==> src/rtl/dpid_pkg.sv <==
// ----------------------------------------------------------------------------
// dpid_pkg
// Shared types, constants and helpers for the differential drive PID mixer.
// ----------------------------------------------------------------------------
package dpid_pkg;

    localparam int TICK_W      = 32;
    localparam int GAIN_W      = 24;
    localparam int PWM_W       = 16;
    localparam int CMD_W       = 15;
    localparam int CFG_INDEX_W = 8;
    localparam int CFG_DATA_W  = 24;

    localparam int GAIN_FRACTION_BITS_DEFAULT = 16;
    // Queue depth between front and back; must be a power of two.
    localparam int QUEUE_DEPTH_DEFAULT = 4;

    // Register indexes on the configuration port.
    localparam logic [CFG_INDEX_W-1:0] REG_GAIN_P_DISTANCE  = 8'd0;
    localparam logic [CFG_INDEX_W-1:0] REG_GAIN_I_DISTANCE  = 8'd1;
    localparam logic [CFG_INDEX_W-1:0] REG_GAIN_D_DISTANCE  = 8'd2;
    localparam logic [CFG_INDEX_W-1:0] REG_GAIN_P_ANGLE     = 8'd3;
    localparam logic [CFG_INDEX_W-1:0] REG_GAIN_I_ANGLE     = 8'd4;
    localparam logic [CFG_INDEX_W-1:0] REG_GAIN_D_ANGLE     = 8'd5;
    localparam logic [CFG_INDEX_W-1:0] REG_PWM_FULL_SCALE   = 8'd6;
    localparam logic [CFG_INDEX_W-1:0] REG_OFFSET_THRESHOLD = 8'd7;

    // Reset values of the configuration registers.
    localparam logic [GAIN_W-1:0] RST_GAIN_P_DISTANCE  = 24'd87381;
    localparam logic [GAIN_W-1:0] RST_GAIN_I_DISTANCE  = 24'd131;
    localparam logic [GAIN_W-1:0] RST_GAIN_D_DISTANCE  = 24'd327680;
    localparam logic [GAIN_W-1:0] RST_GAIN_P_ANGLE     = 24'd131072;
    localparam logic [GAIN_W-1:0] RST_GAIN_I_ANGLE     = 24'd131;
    localparam logic [GAIN_W-1:0] RST_GAIN_D_ANGLE     = 24'd327680;
    localparam logic [PWM_W-1:0]  RST_PWM_FULL_SCALE   = 16'd400;
    localparam logic [PWM_W-1:0]  RST_OFFSET_THRESHOLD = 16'd200;

    typedef struct packed {
        logic [GAIN_W-1:0] gain_p_distance;
        logic [GAIN_W-1:0] gain_i_distance;
        logic [GAIN_W-1:0] gain_d_distance;
        logic [GAIN_W-1:0] gain_p_angle;
        logic [GAIN_W-1:0] gain_i_angle;
        logic [GAIN_W-1:0] gain_d_angle;
        logic [PWM_W-1:0]  pwm_full_scale;
        logic [PWM_W-1:0]  offset_threshold;
    } cfg_t;

    // One classified tick as it travels from the front to the back.
    typedef struct packed {
        logic signed [TICK_W-1:0] distance_error;
        logic signed [TICK_W-1:0] heading_error;
        logic                     restart;
    } item_t;

    // Saturate a sign-extended value to signed 32 bits.
    function automatic logic signed [TICK_W-1:0] sat32(input logic signed [63:0] v);
        logic signed [63:0] max_v;
        logic signed [63:0] min_v;
        max_v = 64'sh0000_0000_7FFF_FFFF;
        min_v = -64'sh0000_0000_8000_0000;
        if (v > max_v) begin
            sat32 = max_v[TICK_W-1:0];
        end else if (v < min_v) begin
            sat32 = min_v[TICK_W-1:0];
        end else begin
            sat32 = v[TICK_W-1:0];
        end
    endfunction

endpackage

==> src/rtl/dpid_front.sv <==
// ----------------------------------------------------------------------------
// dpid_front
// Forms distance and heading from the wheel counts and the two errors.
// ----------------------------------------------------------------------------
module dpid_front (
    input  logic signed [dpid_pkg::TICK_W-1:0] left_ticks,
    input  logic signed [dpid_pkg::TICK_W-1:0] right_ticks,
    input  logic signed [dpid_pkg::TICK_W-1:0] distance_goal,
    input  logic signed [dpid_pkg::TICK_W-1:0] heading_goal,
    input  logic                               restart,
    output dpid_pkg::item_t                    item
);
    import dpid_pkg::*;

    logic signed [TICK_W:0]   wheel_sum;
    logic signed [TICK_W:0]   wheel_sum_rounded;
    logic signed [TICK_W:0]   distance;
    logic signed [TICK_W:0]   heading;
    logic signed [TICK_W+1:0] distance_error_wide;
    logic signed [TICK_W+1:0] heading_error_wide;

    assign wheel_sum = {left_ticks[TICK_W-1], left_ticks}
                     + {right_ticks[TICK_W-1], right_ticks};
    // Adding one to a negative sum before the shift truncates toward zero.
    assign wheel_sum_rounded = wheel_sum + $signed({{TICK_W{1'b0}}, wheel_sum[TICK_W]});
    assign distance = wheel_sum_rounded >>> 1;
    assign heading  = {right_ticks[TICK_W-1], right_ticks}
                    - {left_ticks[TICK_W-1], left_ticks};

    assign distance_error_wide = {{2{distance_goal[TICK_W-1]}}, distance_goal}
                               - {distance[TICK_W], distance};
    assign heading_error_wide  = {{2{heading_goal[TICK_W-1]}}, heading_goal}
                               - {heading[TICK_W], heading};

    assign item.distance_error = sat32({{(62-TICK_W){distance_error_wide[TICK_W+1]}},
                                        distance_error_wide});
    assign item.heading_error  = sat32({{(62-TICK_W){heading_error_wide[TICK_W+1]}},
                                        heading_error_wide});
    assign item.restart        = restart;

endmodule

==> config.mk <==
export PLATFORM = sky130hd
export DESIGN_NAME = dpid_front
export DESIGN_NICKNAME = d
export VERILOG_FILES = /design/src/rtl/dpid_pkg.sv /design/src/rtl/dpid_front.sv
export SDC_FILE = /design/constraint.sdc
export NUM_CORES = 1
export LEC_CHECK = 0
export ABC_CLOCK_PERIOD_IN_PS = 8000
export BUFFER_PORTS_ARGS = -buffer_cell sky130_fd_sc_hd__buf_2
export CAP_MARGIN = 20
export CORE_ASPECT_RATIO = 0.9
export CORE_UTILIZATION = 58
export DETAILED_ROUTE_END_ITERATION = 8
export PLACE_DENSITY = 0.95
export SYNTH_ARGS = -nofsm -noshare
export SYNTH_HDL_FRONTEND = slang
export SYNTH_SLANG_ARGS = --single-unit
==> constraint.sdc <==
create_clock -name vclk -period 8
set_input_delay 0.4 -clock vclk [all_inputs]
set_output_delay 0.4 -clock vclk [all_outputs]
set_load 0.01 [all_outputs]
* Word level (Yosys, flattened, before mapping)
Index checks and enable logic that the tools add are counted.
** Word-level totals
- Register bits :: 0
- Bits in latches :: 0
- RAM bits :: 0
- ROM bits :: 0
- Bits of input ports :: 129
- Output and inout bits :: 65
- Word-level logic and storage cells :: 13
- Memories :: 0
** Cells by class
- $add $sub $neg :: 5
- $mul :: 0
- Divide/modulo/power cells :: 0
- Order comparisons :: 4
- Eq/ne operators :: 0
- Shift-type cells :: 0
- Muxes and demuxes :: 4
- Bitwise operators :: 0
- Reductions and logical operators :: 0
** Operators with widths (number)
- 2-to-1 mux 32 bit :: 4
- subtractor 32 x 32 -> 33 bit :: 2
- greater-than comparator 34 x 32 -> 1 bit (second input constant) :: 1
- < comparator 34 x 32 -> 1 bit (second input constant) :: 1
- subtractor 32 x 33 -> 34 bit :: 1
- adder 32 x 32 -> 33 bit :: 1
- adder 33 x 2 -> 33 bit :: 1
- greater-than comparator 33 x 32 -> 1 bit (second input constant) :: 1
- < comparator 33 x 32 -> 1 bit (second input constant) :: 1

* Logic depth before layout (Yosys ltp)
Gate-level depths: netlist of the first run.
- Depth after elaboration :: 6
- Mapped depth :: 28

* Worst setup path before layout of the first run
Ideal clock, no wire load.
- Path type :: in2out
- Start point :: input port left_ticks[0] (netlist name)
- End point :: output port item[57] (netlist name)
- Data arrival time :: 5.758 ns
- Data required time :: 7.600 ns
- Slack :: 1.842 ns
- Stages on the path :: 26
- Cell sequence :: ha_1 > inv_1 > fa_1 > o21ba_2 > or4_4 > a31oi_4 > a21oi_4 > a21oi_1 > a21o_1 > nor2_1 > ha_1 > and2_1 > nand2_1 > xnor2_1 > ha_1 > o21ai_0 > nor2_1 > a2111oi_1 > nor4_1 > o2111ai_1 > nand3_1 > o311ai_1 > nor4b_1 > a211oi_1 > clkbuf_1 > o21ai_0
** RTL lines
- start, declared :: line dpid_front.sv:6 : input logic signed [dpid_pkg::TICK_W-1:0] left_ticks,
- end, declared :: line dpid_front.sv:11 : output dpid_pkg::item_t item

==> summary.md, run 1 <==
| Metric | Value |
|---|---|
| First-pass DRT Iterations | 5 |
| GRT Total Usage | 0.300 |
| Final net count | 1628 |
| Row cnt | 40 |
| Post-route DRC violation count | 0 |
| Sequential share of the synthesized area | 0 |
| Die width | 126 um |
| Initial core utilization | 0.601 |
| Data arrival, critical path | 6.81 ns |
| Clock Buffer Count | 0 |
| PnR worst setup slack | 0.794 ns |
| Post-CTS setup buffers | 0 |
| Post-synthesis cell type count | 77 |
| DR vias/cell | 5.85 |
| DIE AREA | 14400 um^2 |
| Kind of critical path | input port to primary output |
| Synth Cell Area | 8090 um^2 |
| Min Tclk post-route | 7.21 ns |
| Max cap viols | 0 |
| Chip height | 114 um |
| I/O Buffers | 192 |
| Placed Area | 9200 um^2 |
| Pin count of the biggest net entering global routing | 32 |
| Seq_cells | 0 |
| Fin. max-slew vios | 0 |
| Worst Max-Slew Pin Slew | 0.802 ns |
| Fin area | 9200 um^2 |
| Routed Antenna Nets | 0 |
| Crit path max fanout | 31 |
| Max IR drop VDD | 168 uV |
| Max_slew headroom | 0.461 |
| Wire per inst | 14.8 um |
| Final period util | 0.901 |
| Mapped Avg Cell Area | 6.96 um^2 |
| Layout cells sized above 1 | 0.165 |
| Fin. Hold Viols | 0 |
| DRT Wirelength | 22.2 mm |
| Core area | 13500 um^2 |
| # setup viols final | 0 |
| YS warnings | 0 |
| Antenna violations before repair | 0 |
| FF+latch area | 0 um^2 |
| # resized after CTS | 0 |
| Final GP Congestion | 0.983 |
| Ports | 194 |
| DP HPWL | 19.3 mm |
| Setup TNS | 0 ns |
| Pwr Density | 162 nW/um^2 |
| Status | finished clean |
| Crit path launch type | input port |
| Hold-fix buffers at CTS | 0 |
| Global-route wire length before repair | 36.4 mm |
| Count of mapped cells out of synthesis | 1162 |
| RSZ-0062 raised after global routing | no |
| Via count | 8775 |
| Mapped Nets | 1455 |
| Critical path capture point type | primary output |
| Design Power | 1.49 mW |
| Worst Hold Class | input port to primary output |
| P&R area growth vs syn | 13.8% |
| Vias in the first global route | 8020 |
| Dpl ws | 0.887 ns |
| Drt initial violations | 727 |
| Gr ovfl total | 0 |
| P_leak | 4.83 nW |
| FMAX | 139 MHz |
| Req. time, crit path | 7.60 ns |
| Antenna diode count | 0 |
[cells by family after synthesis]
| logic type | after synthesis | share of synthesized area |
|---|---|---|
| AO/OA/AOI/OAI | 351 | 0.286 |
| adder cells (fa/ha/maj) | 164 | 0.285 |
| buffers and inverters | 228 | 0.106 |
| XOR/XNOR | 105 | 0.114 |
| AND/OR/NAND/NOR | 313 | 0.208 |
| multiplexers | 1 | 0.00124 |
[per-stage QoR]
stage / std cells / util / hold slack, ns
CTS: 1501 / 0.684 / 0.800
floorplan: 1162 / - / 0.892
detailed placement: 1501 / 0.684 / 0.800
global placement: 1501 / 0.684 / 0.800
finish: 1501 / 0.684 / 0.800
global route: 1501 / 0.684 / 0.800
[area by class of cell]
type | count | area, um^2
multi-input cells | 934 | 7240
fillers | 1140 | 4260
repair buffers | 196 | 991
inverters | 203 | 762
well taps | 168 | 210
[cells in the mapped netlist, types with 16 or more instances]
master | number | area share
fa_1 | 34 | 0.084
nor4_1 | 16 | 0.012
nor2_1 | 77 | 0.036
o21ai_0 | 102 | 0.063
clkbuf_1 | 22 | 0.010
nand2b_1 | 21 | 0.016
nand3_1 | 23 | 0.014
a21oi_1 | 84 | 0.052
nor3_1 | 22 | 0.014
nor2b_1 | 25 | 0.019
a21o_1 | 43 | 0.040
ha_1 | 130 | 0.20
nand2_1 | 50 | 0.023
xnor2_1 | 50 | 0.054
xor2_1 | 55 | 0.060
inv_1 | 203 | 0.094
[final timing paths]
check          start       end  slack (ns)  cells past startpoint
min          restart   item[0]        0.80                      0
max    left_ticks[0]  item[34]        0.79                     28
[critical path: stages]
cell,delay (ns)
buf_2,0.09
ha_1,0.21
inv_1,0.07
fa_1,0.40
o21ba_2,0.25
or4_4,0.46
a31oi_4,0.25
a21oi_4,0.12
a21oi_1,0.30
a21o_1,0.21
nor2_1,0.08
ha_1,0.21
and2_1,0.18
nand2_1,0.09
xnor2_1,0.12
ha_1,0.29
o21ai_0,0.23
nor2_1,0.10
a2111oi_1,0.67
nor4_1,0.18
o2111ai_1,0.25
nand3_1,0.17
o311ai_1,0.56
nor4b_1,0.14
a211oi_2,0.17
buf_4,0.27
o21ai_0,0.14
buf_2,0.16
[power by group]
| part | switching [mW] | internal, mW | total, mW |
|---|---|---|---|
| clock network | 0 | 0 | 0 |
| logic | 0.878 | 0.612 | 1.49 |
| registers | 0 | 0 | 0 |
[placed cells by master (no fill, tap or decap), types with 22 or more instances in the layout]
master   Yosys  layout
o21ai_0    102     101
ha_1       130     130
a21oi_1     84      84
nand2_1     50      50
fa_1        34      34
nor2_1      77      77
a21o_1      43      43
xnor2_1     50      50
xor2_1      55      55
nor3_1      22      22
nand3_1     23      23
buf_2        1     192
nor2b_1     25      25
inv_1      203     203
[per-layer routing]
metal / routed length (um) / track usage / vias up
met5: 0 / 0 / -
met4: 439 / 0.0578 / 0
met3: 1510 / 0.0141 / 36
met2: 9950 / 0.510 / 397
met1: 10300 / 0.423 / 3965
li1: - / - / 4377
Power figures use the tool's default switching activity.
==> run 2, diff against run 1 <==
Settings changed: ABC_CLOCK_PERIOD_IN_PS 8000 to 6100, CORE_UTILIZATION 58 to 52, PLACE_DENSITY 0.95 to 0.92.
Clock period 8 ns to 6.1 ns, I/O delays scaled along.
==> run 2 against run 1 <==
Die area is 11% higher; combinational power is 51% higher; routed wire length is 12% higher; highest routed layer unchanged.
==> summary.md, run 2 (same netlist as run 1, synthesis figures left out) <==
| Metric | Value |
|---|---|
| Cell family with most CP delay | simple AND/OR/NAND/NOR gates |
| Fin. max-slew vios | 0 (unchanged) |
| Design Power | 2.25 mW (+51%) |
| Final period util | 0.991 |
| Final GP Congestion | 0.976 (-0.65%) |
| I/O Buffers | 192 (unchanged) |
| Dpl cells | 1564 (+4.2%) |
| Wire per inst | 15.6 um (+5.4%) |
| PnR worst setup slack | 0.0539 ns (-0.740 ns) |
| Initial core utilization | 0.542 (-0.0588) |
| Most Frequent Cell on Critical Path | buf_4 |
| Antenna violations before repair | 0 (unchanged) |
| Layout cells sized above 1 | 0.251 (+0.0862) |
| Max incr delay on CP | 0.60 ns (-0.07 ns) |
| Vias in the first global route | 8412 (+4.9%) |
| Via count | 9146 (+4.2%) |
| Status | finished clean |
| Chip height | 120 um (+5.5%) |
| FMAX | 165 MHz |
| Worst hold path startpoint | restart |
| Final net count | 1692 (+3.9%) |
| Pin count of the biggest net entering global routing | 32 (unchanged) |
| DR vias/cell | 5.73 (-1.9%) |
| Max IR drop VDD | 181 uV (+7.5%) |
| Fin area | 10200 um^2 (+11%) |
| Commonest non-fill, non-tap cell in the layout | inv_1 |
| Setup TNS | 0 ns (unchanged) |
| Clock Buffer Count | 0 (unchanged) |
| Global-route wire length before repair | 38.4 mm (+5.6%) |
| Req. time, crit path | 5.79 ns (-1.81 ns) |
| CP Buf/Inv Count | 9 (+5) |
| First-pass DRT Iterations | 5 (unchanged) |
| Routed Antenna Nets | 0 (unchanged) |
| Worst Max-Slew Pin Slew | 0.637 ns (-0.165 ns) |
| P&R area growth vs syn | 26.4% |
| Pwr Density | 220 nW/um^2 (+36%) |
| Crit path launch type | input port |
| WHS Endpoint | item[0] |
| RSZ-0062 raised after global routing | yes |
| Worst Hold Class | input port to primary output |
| Max_slew headroom | 0.574 (+0.113) |
| DRT Wirelength | 24.9 mm (+12%) |
| Die width | 133 um (+5.5%) |
| Data arrival, critical path | 5.74 ns (-1.07 ns) |
| Max cap viols | 0 (unchanged) |
| Antenna diode count | 0 (unchanged) |
| Drt initial violations | 539 (-26%) |
| Commonest non-fill, non-tap cells in the layout | inv_1, buf_2, ha_1 |
| Critical path capture point type | primary output |
| Seq_cells | 0 (unchanged) |
| Min Tclk post-route | 6.05 ns |
| Kind of critical path | input port to primary output |
| DP HPWL | 19.7 mm (+2.3%) |
| Core area | 14900 um^2 (+11%) |
| P_leak | 5.28 nW (+9.3%) |
| Fin util | 0.685 (+0.00130) |
| Crit path max fanout | 8 (-74%) |
| # setup viols final | 0 (unchanged) |
| Dpl ws | -0.135 ns (-1.02 ns) |
| Post-route DRC violation count | 0 (unchanged) |
| Slowest CP cell | or4_4 |
| Gr ovfl total | 0 (unchanged) |
| Row cnt | 42 (+5.0%) |
| Ports | 194 (unchanged) |
| Worst Hold Depth | 0 (unchanged) |
| Placed Area | 9500 um^2 (+3.2%) |
| FF+latch area | 0 um^2 (unchanged) |
| Post-route insts no fill | 1595 (+6.3%) |
| Critical Path Stages | 29 (+3.6%) |
| Fin. Hold Viols | 0 (unchanged) |
| Fin Hold WS | 0.610 ns (-0.190 ns) |
| DIE AREA | 16100 um^2 (+11%) |
| GRT Total Usage | 0.284 (-0.0164) |
[run 2: per-layer routing]
metal,global-route usage,vias to the layer above,part of all wire
li1,-,4495,-
met1,0.391,4197,0.44
met2,0.502,399,0.47
met3,0.00461,55,0.062
met4,0.0440,0,0.025
met5,0,-,0
[run 2: worst max path at each step]
stage	start	to	slack (ns)
4_1_cts	right_ticks[11]	item[35]	0.02
2_1_floorplan	left_ticks[0]	item[57]	0.13
3_5_place_dp	left_ticks[0]	item[35]	-0.14
6_report	left_ticks[0]	item[50]	0.05
5_1_grt	right_ticks[10]	item[50]	-0.12
3_3_place_gp	left_ticks[0]	item[35]	0.005
[run 2: cell type report]
cell class | count | area (um^2)
repair buffers | 260 | 1570
multi-input cells | 934 | 7640
well taps | 198 | 248
inverters | 203 | 762
fillers | 1221 | 4700
[run 2: power by group]
| part | switching (mW) | internal (mW) |
|---|---|---|
| clock network | 0 | 0 |
| registers | 0 | 0 |
| logic | 1.28 | 0.976 |
| total | 1.28 | 0.976 |
[run 2: timing repair]
item	4_1_cts	5_1_grt
resized for setup	21	85
hold buffers	0	0
hold endpoints to repair	0	0
endpoints found under the setup margin	31	31
pin swaps	7	32
buffers inserted	9	19
gates cloned	2	1
