### src/rtl/dpid_pkg.sv
// ----------------------------------------------------------------------------
// dpid_pkg
// Shared types, constants and helpers for the differential drive PID mixer.
// ----------------------------------------------------------------------------
package dpid_pkg;

    localparam int TICK_W      = 32;
    localparam int GAIN_W      = 24;
    localparam int PWM_W       = 16;
    localparam int CMD_W       = 15;
    localparam int CFG_INDEX_W = 8;
    localparam int CFG_DATA_W  = 24;

    localparam int GAIN_FRACTION_BITS_DEFAULT = 16;
    // Queue depth between front and back; must be a power of two.
    localparam int QUEUE_DEPTH_DEFAULT = 4;

    // Register indexes on the configuration port.
    localparam logic [CFG_INDEX_W-1:0] REG_GAIN_P_DISTANCE  = 8'd0;
    localparam logic [CFG_INDEX_W-1:0] REG_GAIN_I_DISTANCE  = 8'd1;
    localparam logic [CFG_INDEX_W-1:0] REG_GAIN_D_DISTANCE  = 8'd2;
    localparam logic [CFG_INDEX_W-1:0] REG_GAIN_P_ANGLE     = 8'd3;
    localparam logic [CFG_INDEX_W-1:0] REG_GAIN_I_ANGLE     = 8'd4;
    localparam logic [CFG_INDEX_W-1:0] REG_GAIN_D_ANGLE     = 8'd5;
    localparam logic [CFG_INDEX_W-1:0] REG_PWM_FULL_SCALE   = 8'd6;
    localparam logic [CFG_INDEX_W-1:0] REG_OFFSET_THRESHOLD = 8'd7;

    // Reset values of the configuration registers.
    localparam logic [GAIN_W-1:0] RST_GAIN_P_DISTANCE  = 24'd87381;
    localparam logic [GAIN_W-1:0] RST_GAIN_I_DISTANCE  = 24'd131;
    localparam logic [GAIN_W-1:0] RST_GAIN_D_DISTANCE  = 24'd327680;
    localparam logic [GAIN_W-1:0] RST_GAIN_P_ANGLE     = 24'd131072;
    localparam logic [GAIN_W-1:0] RST_GAIN_I_ANGLE     = 24'd131;
    localparam logic [GAIN_W-1:0] RST_GAIN_D_ANGLE     = 24'd327680;
    localparam logic [PWM_W-1:0]  RST_PWM_FULL_SCALE   = 16'd400;
    localparam logic [PWM_W-1:0]  RST_OFFSET_THRESHOLD = 16'd200;

    typedef struct packed {
        logic [GAIN_W-1:0] gain_p_distance;
        logic [GAIN_W-1:0] gain_i_distance;
        logic [GAIN_W-1:0] gain_d_distance;
        logic [GAIN_W-1:0] gain_p_angle;
        logic [GAIN_W-1:0] gain_i_angle;
        logic [GAIN_W-1:0] gain_d_angle;
        logic [PWM_W-1:0]  pwm_full_scale;
        logic [PWM_W-1:0]  offset_threshold;
    } cfg_t;

    // One classified tick as it travels from the front to the back.
    typedef struct packed {
        logic signed [TICK_W-1:0] distance_error;
        logic signed [TICK_W-1:0] heading_error;
        logic                     restart;
    } item_t;

    // Saturate a sign-extended value to signed 32 bits.
    function automatic logic signed [TICK_W-1:0] sat32(input logic signed [63:0] v);
        logic signed [63:0] max_v;
        logic signed [63:0] min_v;
        max_v = 64'sh0000_0000_7FFF_FFFF;
        min_v = -64'sh0000_0000_8000_0000;
        if (v > max_v) begin
            sat32 = max_v[TICK_W-1:0];
        end else if (v < min_v) begin
            sat32 = min_v[TICK_W-1:0];
        end else begin
            sat32 = v[TICK_W-1:0];
        end
    endfunction

endpackage

### src/rtl/dpid_queue.sv
// ----------------------------------------------------------------------------
// dpid_queue
// Small register queue that decouples the front from the back pipeline.
// ----------------------------------------------------------------------------
module dpid_queue #(
    parameter int DEPTH = dpid_pkg::QUEUE_DEPTH_DEFAULT
) (
    input  logic            aclk,
    input  logic            aresetn,
    input  logic            push,
    input  dpid_pkg::item_t push_item,
    output logic            full,
    input  logic            pop,
    output logic            not_empty,
    output dpid_pkg::item_t pop_item
);
    import dpid_pkg::*;

    localparam int PTR_W   = (DEPTH > 1) ? $clog2(DEPTH) : 1;
    localparam int COUNT_W = $clog2(DEPTH + 1);

    item_t              entry_reg [DEPTH];
    logic [PTR_W-1:0]   wr_ptr_reg;
    logic [PTR_W-1:0]   rd_ptr_reg;
    logic [COUNT_W-1:0] count_reg;
    logic               do_push;
    logic               do_pop;

    assign full      = (count_reg == COUNT_W'(DEPTH));
    assign not_empty = (count_reg != '0);
    assign do_push   = push && !full;
    assign do_pop    = pop && not_empty;
    assign pop_item  = entry_reg[rd_ptr_reg];

    always_ff @(posedge aclk) begin
        if (!aresetn) begin
            wr_ptr_reg <= '0;
            rd_ptr_reg <= '0;
            count_reg  <= '0;
        end else begin
            if (do_push) begin
                wr_ptr_reg <= wr_ptr_reg + 1'b1;
            end
            if (do_pop) begin
                rd_ptr_reg <= rd_ptr_reg + 1'b1;
            end
            if (do_push && !do_pop) begin
                count_reg <= count_reg + 1'b1;
            end else if (do_pop && !do_push) begin
                count_reg <= count_reg - 1'b1;
            end
        end
    end

    always_ff @(posedge aclk) begin
        if (do_push) begin
            entry_reg[wr_ptr_reg] <= push_item;
        end
    end

endmodule

### config.mk
export PLATFORM = sky130hd
export DESIGN_NAME = dpid_queue
export DESIGN_NICKNAME = d
export VERILOG_FILES = /design/src/rtl/dpid_pkg.sv /design/src/rtl/dpid_queue.sv
export SDC_FILE = /design/constraint.sdc
export NUM_CORES = 1
export LEC_CHECK = 0
export ABC_AREA = 1
export BUFFER_PORTS_ARGS = -buffer_cell sky130_fd_sc_hd__buf_2
export CORE_MARGIN = 5
export CORE_UTILIZATION = 45
export CTS_BUF_LIST = sky130_fd_sc_hd__clkbuf_16
export CTS_CLUSTER_SIZE = 25
export DETAILED_ROUTE_END_ITERATION = 8
export HOLD_SLACK_MARGIN = 0.03
export SLEW_MARGIN = 5
export SYNTH_ARGS = -nofsm -noshare
export SYNTH_HDL_FRONTEND = slang
export SYNTH_SLANG_ARGS = --single-unit
### constraint.sdc
create_clock -name aclk -period 5.1 [get_ports aclk]
set_input_delay 0.51 -clock aclk [delete_from_list [all_inputs] [get_ports aclk]]
set_output_delay 0.51 -clock aclk [all_outputs]
set_load 0.005 [all_outputs]
; ---- Word-level counts from Yosys, hierarchy flattened
; Memories as Yosys holds them, arrays and structs flattened. A register that Yosys moved wholly into a read port is not among the register bits.
; Cells that the tools add are included.
; Widths: inputs -> output; s select.
[totals]
reg_bits = 7
ramBits = 260
input_bits = 69
output_inout_bits = 67
elab_cells = 24
mem_count = 1
[classes]
n_addsub = 4
eq_ne = 1
n_mux = 6
n_reduce_logical = 9
[memory_table]
columns = memory, words, word_bits, rd, rd_clocked_by_memory_dff, write_ports, line_no
row1 = entry_reg, 4, 65, 1, 1, 1, dpid_queue.sv:22  ; item_t entry_reg [DEPTH];
[ops]
columns = operator, count
row1 = $mux 3, 2
row2 = $add 2x1->2 const B, 2
row3 = $logic_and 1x1->1, 4
row4 = $mux 2, 2
row5 = $add 3x1->3 const B, 1
row6 = $eq 3x3->1 const B, 1
row7 = $logic_not 1->1, 3
row8 = $reduce_bool 3->1, 1
row9 = $sub 3x1->3 const B, 1
row10 = $mux 1, 2
row11 = $reduce_bool 2->1, 1

; ---- Depth between registers and ports, before layout
; Gate-level depths: netlist of run 1.
[logic_depth]
depth_word = 7
mapped_depth = 13
ltp_nobuf = 13

; ---- Worst setup path after synthesis of run 1
; No wires, ideal clock.
[synth_timing]
kind = register to register
startpoint = reg count_reg[0]
endpoint = mem entry_reg[0][0] (netlist name), enable pin
setup_time_ns = 0.488
t_arrival_ns = 3.377
required_ns = 4.612
setup_slack_ns = 1.235
stages_incl_launch_ff = 5
n_path_buf = 0
period_less_slack_ns = 3.865
path_cell_list = dfxtp_1 -> nor2_1 -> nand2_1 -> nand2_1 -> nor2_1
[synth_via]
elab_chain_len = 5
[synth_rtl]
columns = item, line_no
row1 = from (decl), dpid_queue.sv:25  ; logic [COUNT_W-1:0] count_reg;
row2 = from (signal assigned), dpid_queue.sv:48  ; count_reg <= count_reg + 1'b1;
row3 = from (signal assigned), dpid_queue.sv:50  ; count_reg <= count_reg - 1'b1;
row4 = $eq 3x3->1, dpid_queue.sv:29  ; assign full = (count_reg == COUNT_W'(DEPTH));
row5 = $logic_not 1->1, dpid_queue.sv:31  ; assign do_push = push && !full;
row6 = $logic_and 1x1->1, dpid_queue.sv:31
row7 = $mux 1, dpid_queue.sv:56  ; if (do_push) begin
row8 = $mux 1 (implied by the code), dpid_queue.sv:57  ; entry_reg[wr_ptr_reg] <= push_item;
row9 = to (decl), dpid_queue.sv:22
; No other way between the ends.

==> results of run 1 <==
cells by family after synthesis:
group / Yosys count / share of synthesized area
flip-flops: 269 / 0.765
XOR/XNOR: 1 / 0.000839
AO/OA/AOI/OAI: 199 / 0.117
AND/OR/NAND/NOR: 164 / 0.0742
adder cells (fa/ha/maj): 6 / 0.00791
buffers and inverters: 59 / 0.0346
layout make-up:
cell class                      count  share of cell area
Sequential cell                   269               0.653
Multi-Input combinational cell    370               0.173
Timing Repair Buffer              143              0.0601
Clock buffer                       29              0.0593
Tap cell                          285              0.0292
Clock inverter                     21              0.0190
Inverter                           17             0.00563
Antenna cell                        1            0.000205
worst max-delay path: stages (launching register included):
cell                      delay, ns
sky130_fd_sc_hd__dfxtp_2       0.31
sky130_fd_sc_hd__buf_4         0.34
sky130_fd_sc_hd__inv_2         0.50
sky130_fd_sc_hd__buf_4         0.51
sky130_fd_sc_hd__o21ai_0       0.17
sky130_fd_sc_hd__o22ai_1       0.26
sky130_fd_sc_hd__buf_2         0.17
metrics by stage:
step	power [mW]	hold WS (ns)
2_1_floorplan	3.72	0.465
3_3_place_gp	4.19	0.472
3_5_place_dp	4.24	0.502
4_1_cts	6.31	0.174
5_1_grt	6.56	0.171
6_report	6.23	0.196
metal layers:
layer | global-route usage | wire, µm
met1 | 0.225 | 9630
met2 | 0.283 | 10900
met3 | 0.0365 | 1460
met4 | 0.0384 | 323
met5 | 0 | 25
power by group through the flow:
stage / Sequential (mW) / Clock, mW / Combinational (mW)
3_5_place_dp: 2.83 / 0 / 1.41
5_1_grt: 2.80 / 2.23 / 1.54
3_3_place_gp: 2.82 / 0 / 1.37
2_1_floorplan: 2.80 / 0 / 0.914
6_report: 2.78 / 2.07 / 1.38
4_1_cts: 2.78 / 2.12 / 1.41
Yosys cell counts:
| cell | n |
|---|---|
| sky130_fd_sc_hd__ha_1 | 5 |
| sky130_fd_sc_hd__nand3b_1 | 1 |
| sky130_fd_sc_hd__inv_6 | 1 |
| sky130_fd_sc_hd__o22ai_2 | 20 |
| sky130_fd_sc_hd__o21ai_2 | 5 |
| sky130_fd_sc_hd__clkbuf_1 | 17 |
| sky130_fd_sc_hd__edfxtp_1 | 260 |
| sky130_fd_sc_hd__o21ai_0 | 91 |
| sky130_fd_sc_hd__buf_6 | 9 |
| sky130_fd_sc_hd__buf_12 | 3 |
| sky130_fd_sc_hd__inv_2 | 1 |
| sky130_fd_sc_hd__buf_2 | 12 |
| sky130_fd_sc_hd__nand3_1 | 4 |
| sky130_fd_sc_hd__xor2_1 | 1 |
| sky130_fd_sc_hd__fa_1 | 1 |
| sky130_fd_sc_hd__nor2_4 | 20 |
| sky130_fd_sc_hd__o21ai_1 | 35 |
| sky130_fd_sc_hd__o22ai_1 | 45 |
| sky130_fd_sc_hd__nand2_1 | 15 |
| sky130_fd_sc_hd__dfxtp_1 | 9 |
| sky130_fd_sc_hd__inv_1 | 15 |
| sky130_fd_sc_hd__nor2_1 | 124 |
| sky130_fd_sc_hd__a21oi_1 | 3 |
| sky130_fd_sc_hd__buf_4 | 1 |
worst min path at each step:
stage	from	end	slack, ns	depth (start not counted)
after floorplan	rd_ptr_reg[1]	flop	0.46	2
after detailed placement	rd_ptr_reg[0]	flop	0.50	2
after global placement	rd_ptr_reg[1]	flop	0.47	2
after CTS	push_item[44]	entry_reg[2][44]	0.17	1
after global routing	push_item[44]	entry_reg[2][44]	0.17	1
final	push_item[51]	entry_reg[1][51]	0.20	1
cells in the final DEF, fill, tap and decap left out, types with 15 or more instances in the layout:
cell and count:
sky130_fd_sc_hd__nor2_4 24, sky130_fd_sc_hd__o22ai_2 20, sky130_fd_sc_hd__buf_2 135, sky130_fd_sc_hd__inv_1 17, sky130_fd_sc_hd__o21ai_0 91, sky130_fd_sc_hd__clkbuf_16 29
sky130_fd_sc_hd__nand2_1 15, sky130_fd_sc_hd__edfxtp_1 260, sky130_fd_sc_hd__o22ai_1 45, sky130_fd_sc_hd__o21ai_1 35, sky130_fd_sc_hd__nor2_1 120
==> summary.md, run 1 <==
| Metric | Value |
|---|---|
| H-tree level count | 1 |
| Highest ir drop seen on vdd | between 0.3 and 0.4 mV |
| Leakage | approximately 4.3 nW |
| Area taken by flip-flops and latches | between 7000 and 8000 µm² |
| Path class of the lowest-slack min-delay path | input pin to flop |
| CP endpoint kind | output pin |
| Clock buffer count from CTS | 28 |
| DRC violation total after the first TritonRoute iteration | ~440 |
| Post-CTS setup repair buffer count | 0 |
| Endpoint of the worst register-to-register path | entry_reg[0][31] |
| Clock slew at reported path FFs | about 0.06 ns |
| Insertion delay of the later-clocked pin in the worst-skew pair | 0.53 ns |
| Critical Path Start Type | flop |
| Area overhead of the layout relative to synthesis | 17.2% |
| Synthesized netlist cell count | ~700 |
| Slew of the pin with the lowest slew margin | about 1.1 ns |
| Placer's final routability congestion estimate | between 0.7 and 0.8 |
| TritonCTS Sinks | approximately 270 |
| Number of distinct standard cells referenced by the synthesized netlist | 24 |
| Pwr dens | around 510 nW/µm² |
| FF-to-FF path depth | 5 |
| Nets in the synthesized netlist | approximately 770 |
| Floorplan die width | ~160 µm |
| Worst path setup slack after routing | 1.75 ns |
| Setup repair after global routing missed its margin | false |
| Overall die area | roughly 26000 µm² |
| Number of endpoints with negative hold slack in the final report | 0 |
| Switching portion of total power | 0.286 |
| HPWL after detailed placement | between 10 and 15 mm |
| Effective utilization at floorplan | 0.460 |
| Slew headroom | 0.277 |
| Final period utilization | 0.656 |
| Number of nets in the layout | ~900 |
| Register-to-Register Setup Slack | ~2.4 ns |
| Global-route usage over all layers | 0.168 |
| Buffers from clock root to sink, at most | 3 |
| Clock root buffer master | sky130_fd_sc_hd__clkbuf_16 |
| Combined area of the multi-input logic cells | roughly 2100 µm² |
| Filler cells | about 1800 |
| Worst setup path category | flop to output pin |
| Combinational power share | 0.221 |
| Detail-routed via count per cell | roughly 5.4 |
| Switching power | around 1.8 mW |
| Total negative setup slack | 0 ns |
| Wire length per cell | just under 20 µm |
| Top-area cell type share of the netlist area | 0.748 |
| Final design utilization | 0.539 |
| Max reg flops | 260 |
| Arr. time, crit path | between 2 and 3 ns |
| Fraction of layout instances using a drive strength above 1 | 0.283 |
| Proportion of synthesized chip area in sequential cells | 0.765 |
| IO Port Bufs | around 140 |
| Relative contribution of the clock network to total power | 0.333 |
| Routed via count | just over 6000 |
| Run status | completed |
| Max cap viols | 0 |
| Netlist area before placement | approximately 10000 µm² |
| Die height | 162 µm |
| Core region area | around 23000 µm² |
| Endpoint of the most critical setup path | pop_item[61] |
| CP Max Fanout | 66 |
| Time the final worst path needs with I/O delays and setup | 3.35 ns |
| CTS-repair resized insts | 0 |
| Ys Warns | 0 |
| Detailed-route DRC error count | 0 |
| Total number of placement rows | between 50 and 60 |
| Total placed instance area | around 11000 µm² |
| Cells taking the most area after synthesis | sky130_fd_sc_hd__edfxtp_1, sky130_fd_sc_hd__nor2_1, sky130_fd_sc_hd__o21ai_0 |
| Count of placed standard cells including taps | 1084 |
| Wire length of the first global-routing pass | between 30 and 40 mm |
| Wire length reported by the detailed router | 22.4 mm |
| Number of placed I/O pins | around 140 |
| Post-synthesis cell type with the largest combined area | sky130_fd_sc_hd__edfxtp_1 |
| Post-layout instance count excluding filler cells | approximately 1100 |
| Number of iterations in the first detailed-routing pass | 4 |
| Avg Inst Size Synth | 15.0 µm² |
| Number of register bits inferred by synthesis | between 200 and 300 |
| Skew final | between 0.01 and 0.015 ns |
| Startpoint of the most critical register-to-register path | count_reg[0] |
| TritonCTS clock tree | built |
| Post-route cell area | ~12000 µm² |
| Cts-stage hold buffer count | 0 |
| Vias in the first global route | 6256 |
| Final setup violation count | 0 |
| Final count of pins violating max slew | 0 |
| Global route overflow | 0 |
| Pin count of the biggest net entering global routing | ~120 |
| DP Worst Slack | about 2.3 ns |
| Data required time at the worst endpoint | between 4 and 5 ns |
| Part of the power in registers | 0.446 |
| Remaining antenna violation count | 0 |
| Number of antenna violations at the first check in global routing | 3 |
| Cell internal pwr | approximately 4.4 mW |
| Max Fclk | 0.299 GHz |
Power figures use the tool's default switching activity.
==> inputs of run 2 (changes only) <==
--- a/config.mk
+++ b/config.mk
@@ -5,7 +5,7 @@
 export SDC_FILE = /design/constraint.sdc
 export NUM_CORES = 1
 export LEC_CHECK = 0
-export ABC_AREA = 1
+export ABC_AREA = 0
 export BUFFER_PORTS_ARGS = -buffer_cell sky130_fd_sc_hd__buf_2
 export CORE_MARGIN = 5
 export CORE_UTILIZATION = 45
@@ -13,6 +13,7 @@
 export CTS_CLUSTER_SIZE = 25
 export DETAILED_ROUTE_END_ITERATION = 8
 export HOLD_SLACK_MARGIN = 0.03
+export PLACE_DENSITY = 0.67
 export SLEW_MARGIN = 5
 export SYNTH_ARGS = -nofsm -noshare
 export SYNTH_HDL_FRONTEND = slang
==> constraint.sdc (replaced) <==
create_clock -name aclk -period 3 [get_ports aclk]
set_input_delay 0.3 -clock aclk [delete_from_list [all_inputs] [get_ports aclk]]
set_output_delay 0.3 -clock aclk [all_outputs]
set_load 0.005 [all_outputs]
==> run 2 against run 1 <==
Compared with the run above:
- die area fell by 4.8%
- via count fell by 24%
- critical path depth fell by 3
- highest routed layer is now met4
- largest cell class unchanged
==> summary.md, run 2 <==
| Metric | Value |
|---|---|
| IO Port Bufs | 135 (unchanged) |
| DRC violation total after the first TritonRoute iteration | 197 (-55%) |
| Wire length reported by the detailed router | 17.9 mm (-20%) |
| Global route overflow | 0 (unchanged) |
| Number of distinct standard cells referenced by the synthesized netlist | 23 (-4.2%) |
| Post-CTS setup repair buffer count | 0 (unchanged) |
| Data required time at the worst endpoint | 2.70 ns (-1.89 ns) |
| Final count of pins violating max slew | 0 (unchanged) |
| Time the final worst path needs with I/O delays and setup | 2.44 ns |
| Clock slew at reported path FFs | 0.06 ns (about the same) |
| Top FF cell, synth | sky130_fd_sc_hd__edfxtp_1 |
| Leakage | 4.30 nW (+0.79%) |
| Fraction of layout instances using a drive strength above 1 | 0.413 (+0.130) |
| Slew headroom | 0.732 (+0.455) |
| CP Max Fanout | 17 (-74%) |
| Effective utilization at floorplan | 0.455 (-0.00413) |
| Die height | 158 µm (-2.4%) |
| Number of flops mapped to enable cells by yosys | 260 (unchanged) |
| Proportion of synthesized chip area in sequential cells | 0.806 (+0.0408) |
| Share of the synthesized netlist area taken by xor and xnor gates | 0.00354 (+0.00270) |
| CTS-repair resized insts | 0 (unchanged) |
| Combined area of the multi-input logic cells | 1760 µm² (-17%) |
| Final setup violation count | 0 (unchanged) |
| Netlist area before placement | 9910 µm² (-5.1%) |
| Area overhead of the layout relative to synthesis | 26.3% |
| Arr. time, crit path | 2.14 ns (-0.70 ns) |
| CP endpoint kind | output pin |
| Pin count of the biggest net entering global routing | 42 (-65%) |
| Setup repair after global routing missed its margin | false |
| Worst setup path category | flop to output pin |
| Compound-Gate Fraction of Synth Area | 0.00341 (-0.114) |
| Met2 routed wirelength | 9.03 mm (-17%) |
| Number of antenna violations at the first check in global routing | 0 (-3) |
| Commonest non-fill, non-tap cell in the layout | sky130_fd_sc_hd__edfxtp_1 |
| Commonest cells after routing, fill and taps aside | sky130_fd_sc_hd__edfxtp_1, sky130_fd_sc_hd__buf_2, sky130_fd_sc_hd__mux4_2, sky130_fd_sc_hd__dlygate4sd3_1, sky130_fd_sc_hd__clkbuf_16 |
| Area taken by flip-flops and latches | 8000 µm² (about the same) |
| Nets in the synthesized netlist | 462 (-40%) |
| Skew final | 0.00816 ns (-0.00332 ns) |
| Commonest cells in the netlist | sky130_fd_sc_hd__edfxtp_1, sky130_fd_sc_hd__mux4_2, sky130_fd_sc_hd__dfxtp_1, sky130_fd_sc_hd__and2_1, sky130_fd_sc_hd__buf_2 |
| Synthesized netlist cell count | 387 (-45%) |
| Clock root buffer master | sky130_fd_sc_hd__clkbuf_16 |
| Diodes inserted | 0 (-1) |
| Dominant combinational cell family by area after synthesis | multiplexers |
| Max reg flops | 260 (unchanged) |
| Most used standard cell by instance count after synthesis | sky130_fd_sc_hd__edfxtp_1 |
| Slew of the pin with the lowest slew margin | 0.402 ns (-0.682 ns) |
| TritonCTS clock tree | built |
| Pwr dens | 817 nW/µm² (+60%) |
| Number of endpoints with negative hold slack in the final report | 0 (unchanged) |
| Post-synthesis cell type with the largest combined area | sky130_fd_sc_hd__edfxtp_1 |
| Multiplexer share of the synthesized area | 0.151 (+0.151) |
| Number of iterations in the first detailed-routing pass | 5 (+1) |
| Arithmetic-cell share of the synthesized area counting full adders, half adders and majority gates | 0.00833 (+0.000422) |
| Clock buffer count from CTS | 28 (unchanged) |
| Placer's final routability congestion estimate | 0.742 (+0.87%) |
| Number of nets in the layout | 689 (-24%) |
| Buffers from clock root to sink, at most | 3 (unchanged) |
| Total negative setup slack | 0 ns (unchanged) |
| Top-area cell type share of the netlist area | 0.788 (+0.0399) |
| Final period utilization | 0.813 |
| Number of placed I/O pins | 136 (unchanged) |
| Detail-routed via count per cell | 5.08 (-5.4%) |
| H-tree level count | 1 (unchanged) |
| Avg Inst Size Synth | 25.6 µm² (+71%) |
| Total number of placement rows | 54 (-1.8%) |
| Global-route usage over all layers | 0.144 (-0.0241) |
| Insertion delay of the later-clocked pin in the worst-skew pair | 0.52 ns (about the same) |
| Routed via count | 4644 (-24%) |
| Number of register bits inferred by synthesis | 269 (unchanged) |
| Highest ir drop seen on vdd | 0.504 mV (+55%) |
| Core region area | 21800 µm² (-4.2%) |
| Synth async-reset ratio | 0 (unchanged) |
| Vias in the first global route | 5147 (-18%) |
| WL met1 | 7.37 mm (-23%) |
| Cells taking the most area after synthesis | sky130_fd_sc_hd__edfxtp_1, sky130_fd_sc_hd__mux4_2, sky130_fd_sc_hd__dfxtp_1 |
| HPWL after detailed placement | 10.9 mm (-14%) |
| Critical Path Start Type | flop |
| Simple-gate share of the synthesized area | 0.0104 (-0.0639) |
| Final-layout worst hold slack | 0.110 ns (-0.0863 ns) |
| Path class of the lowest-slack min-delay path | input pin to flop |
| Filler cells | 1612 (-12%) |
| Overall die area | 25100 µm² (-4.8%) |
| Remaining antenna violation count | 0 (unchanged) |
| Floorplan die width | 158 µm (-2.4%) |
| Uppermost layer routed | met4 |
| Routed length on met3 | 1.22 mm (-17%) |
| Ys Warns | 0 (unchanged) |
| Wire length per cell | 19.6 µm (-0.54%) |
| TritonCTS Sinks | 269 (unchanged) |
| Wire length of the first global-routing pass | 27.9 mm (-20%) |
| Detailed-route DRC error count | 0 (unchanged) |
| Max Fclk | just over 0.4 GHz |
| Run status | completed |
| Max cap viols | 0 (unchanged) |
## run 2: per-layer routing
metal | vias up | global-route usage
met5 | - | 0
met4 | 0 | 0.0353
met3 | 27 | 0.0340
met2 | 135 | 0.247
met1 | 2376 | 0.187
li1 | 2106 | -
## run 2: report_power, final
part	leakage (nW)	switching, mW	total [mW]	internal [mW]
Clock	0.470	1.33	3.33	2.00
Combinational	1.37	0.954	2.14	1.19
Sequential	2.46	0.191	4.76	4.56
## run 2: worst paths after layout
path,endpoint,depth (start not counted),startpoint,slack (ns)
hold reg to reg,wr_ptr_reg[1],2,wr_ptr_reg[1],0.51
setup reg to reg,count_reg[2],9,count_reg[0],0.76
setup / recovery,pop_item[13],3,flop,0.56
hold / removal,wr_ptr_reg[1],3,aresetn,0.11
## run 2: stage by stage
stage | utilization | total power [mW] | setup WS, ns | std cells | instance area, µm²
5_1_grt | 0.575 | 10.7 | 0.385 | 915 | 12500
2_1_floorplan | - | 6.20 | 0.224 | 387 | 9910
3_3_place_gp | 0.504 | 6.92 | 0.897 | 799 | 11000
4_1_cts | 0.575 | 10.4 | 0.465 | 915 | 12500
3_5_place_dp | 0.504 | 6.98 | 0.767 | 799 | 11000
6_report | 0.575 | 10.2 | 0.562 | 915 | 12500
## run 2: area by class of cell
type,count,area share
tap,280,0.0280
timing repair buffer,213,0.120
clock inverter,22,0.0143
inverter,3,0.000900
sequential,269,0.639
multi-input combinational,99,0.140
clock buffer,29,0.0580
## run 2: worst max-delay path, stage by stage, from the launching register on
cell and delay [ns]:
sky130_fd_sc_hd__dfxtp_4 0.56, sky130_fd_sc_hd__buf_4 0.35, sky130_fd_sc_hd__mux4_2 0.55, sky130_fd_sc_hd__buf_2 0.14
## run 2: what timing repair did
action,in CTS,in global routing
hold buffers,65,0
setup endpoints to repair,0,0
hold endpoints to repair,260,0
## run 2: kinds of logic after synthesis
family	after synthesis
DFF	269
muxes	68
buffers and inverters	19
and+or+nand+nor	17
adders and majority gates	6
AOI/OAI and AO/OA	4
xor gates and xnor gates	4
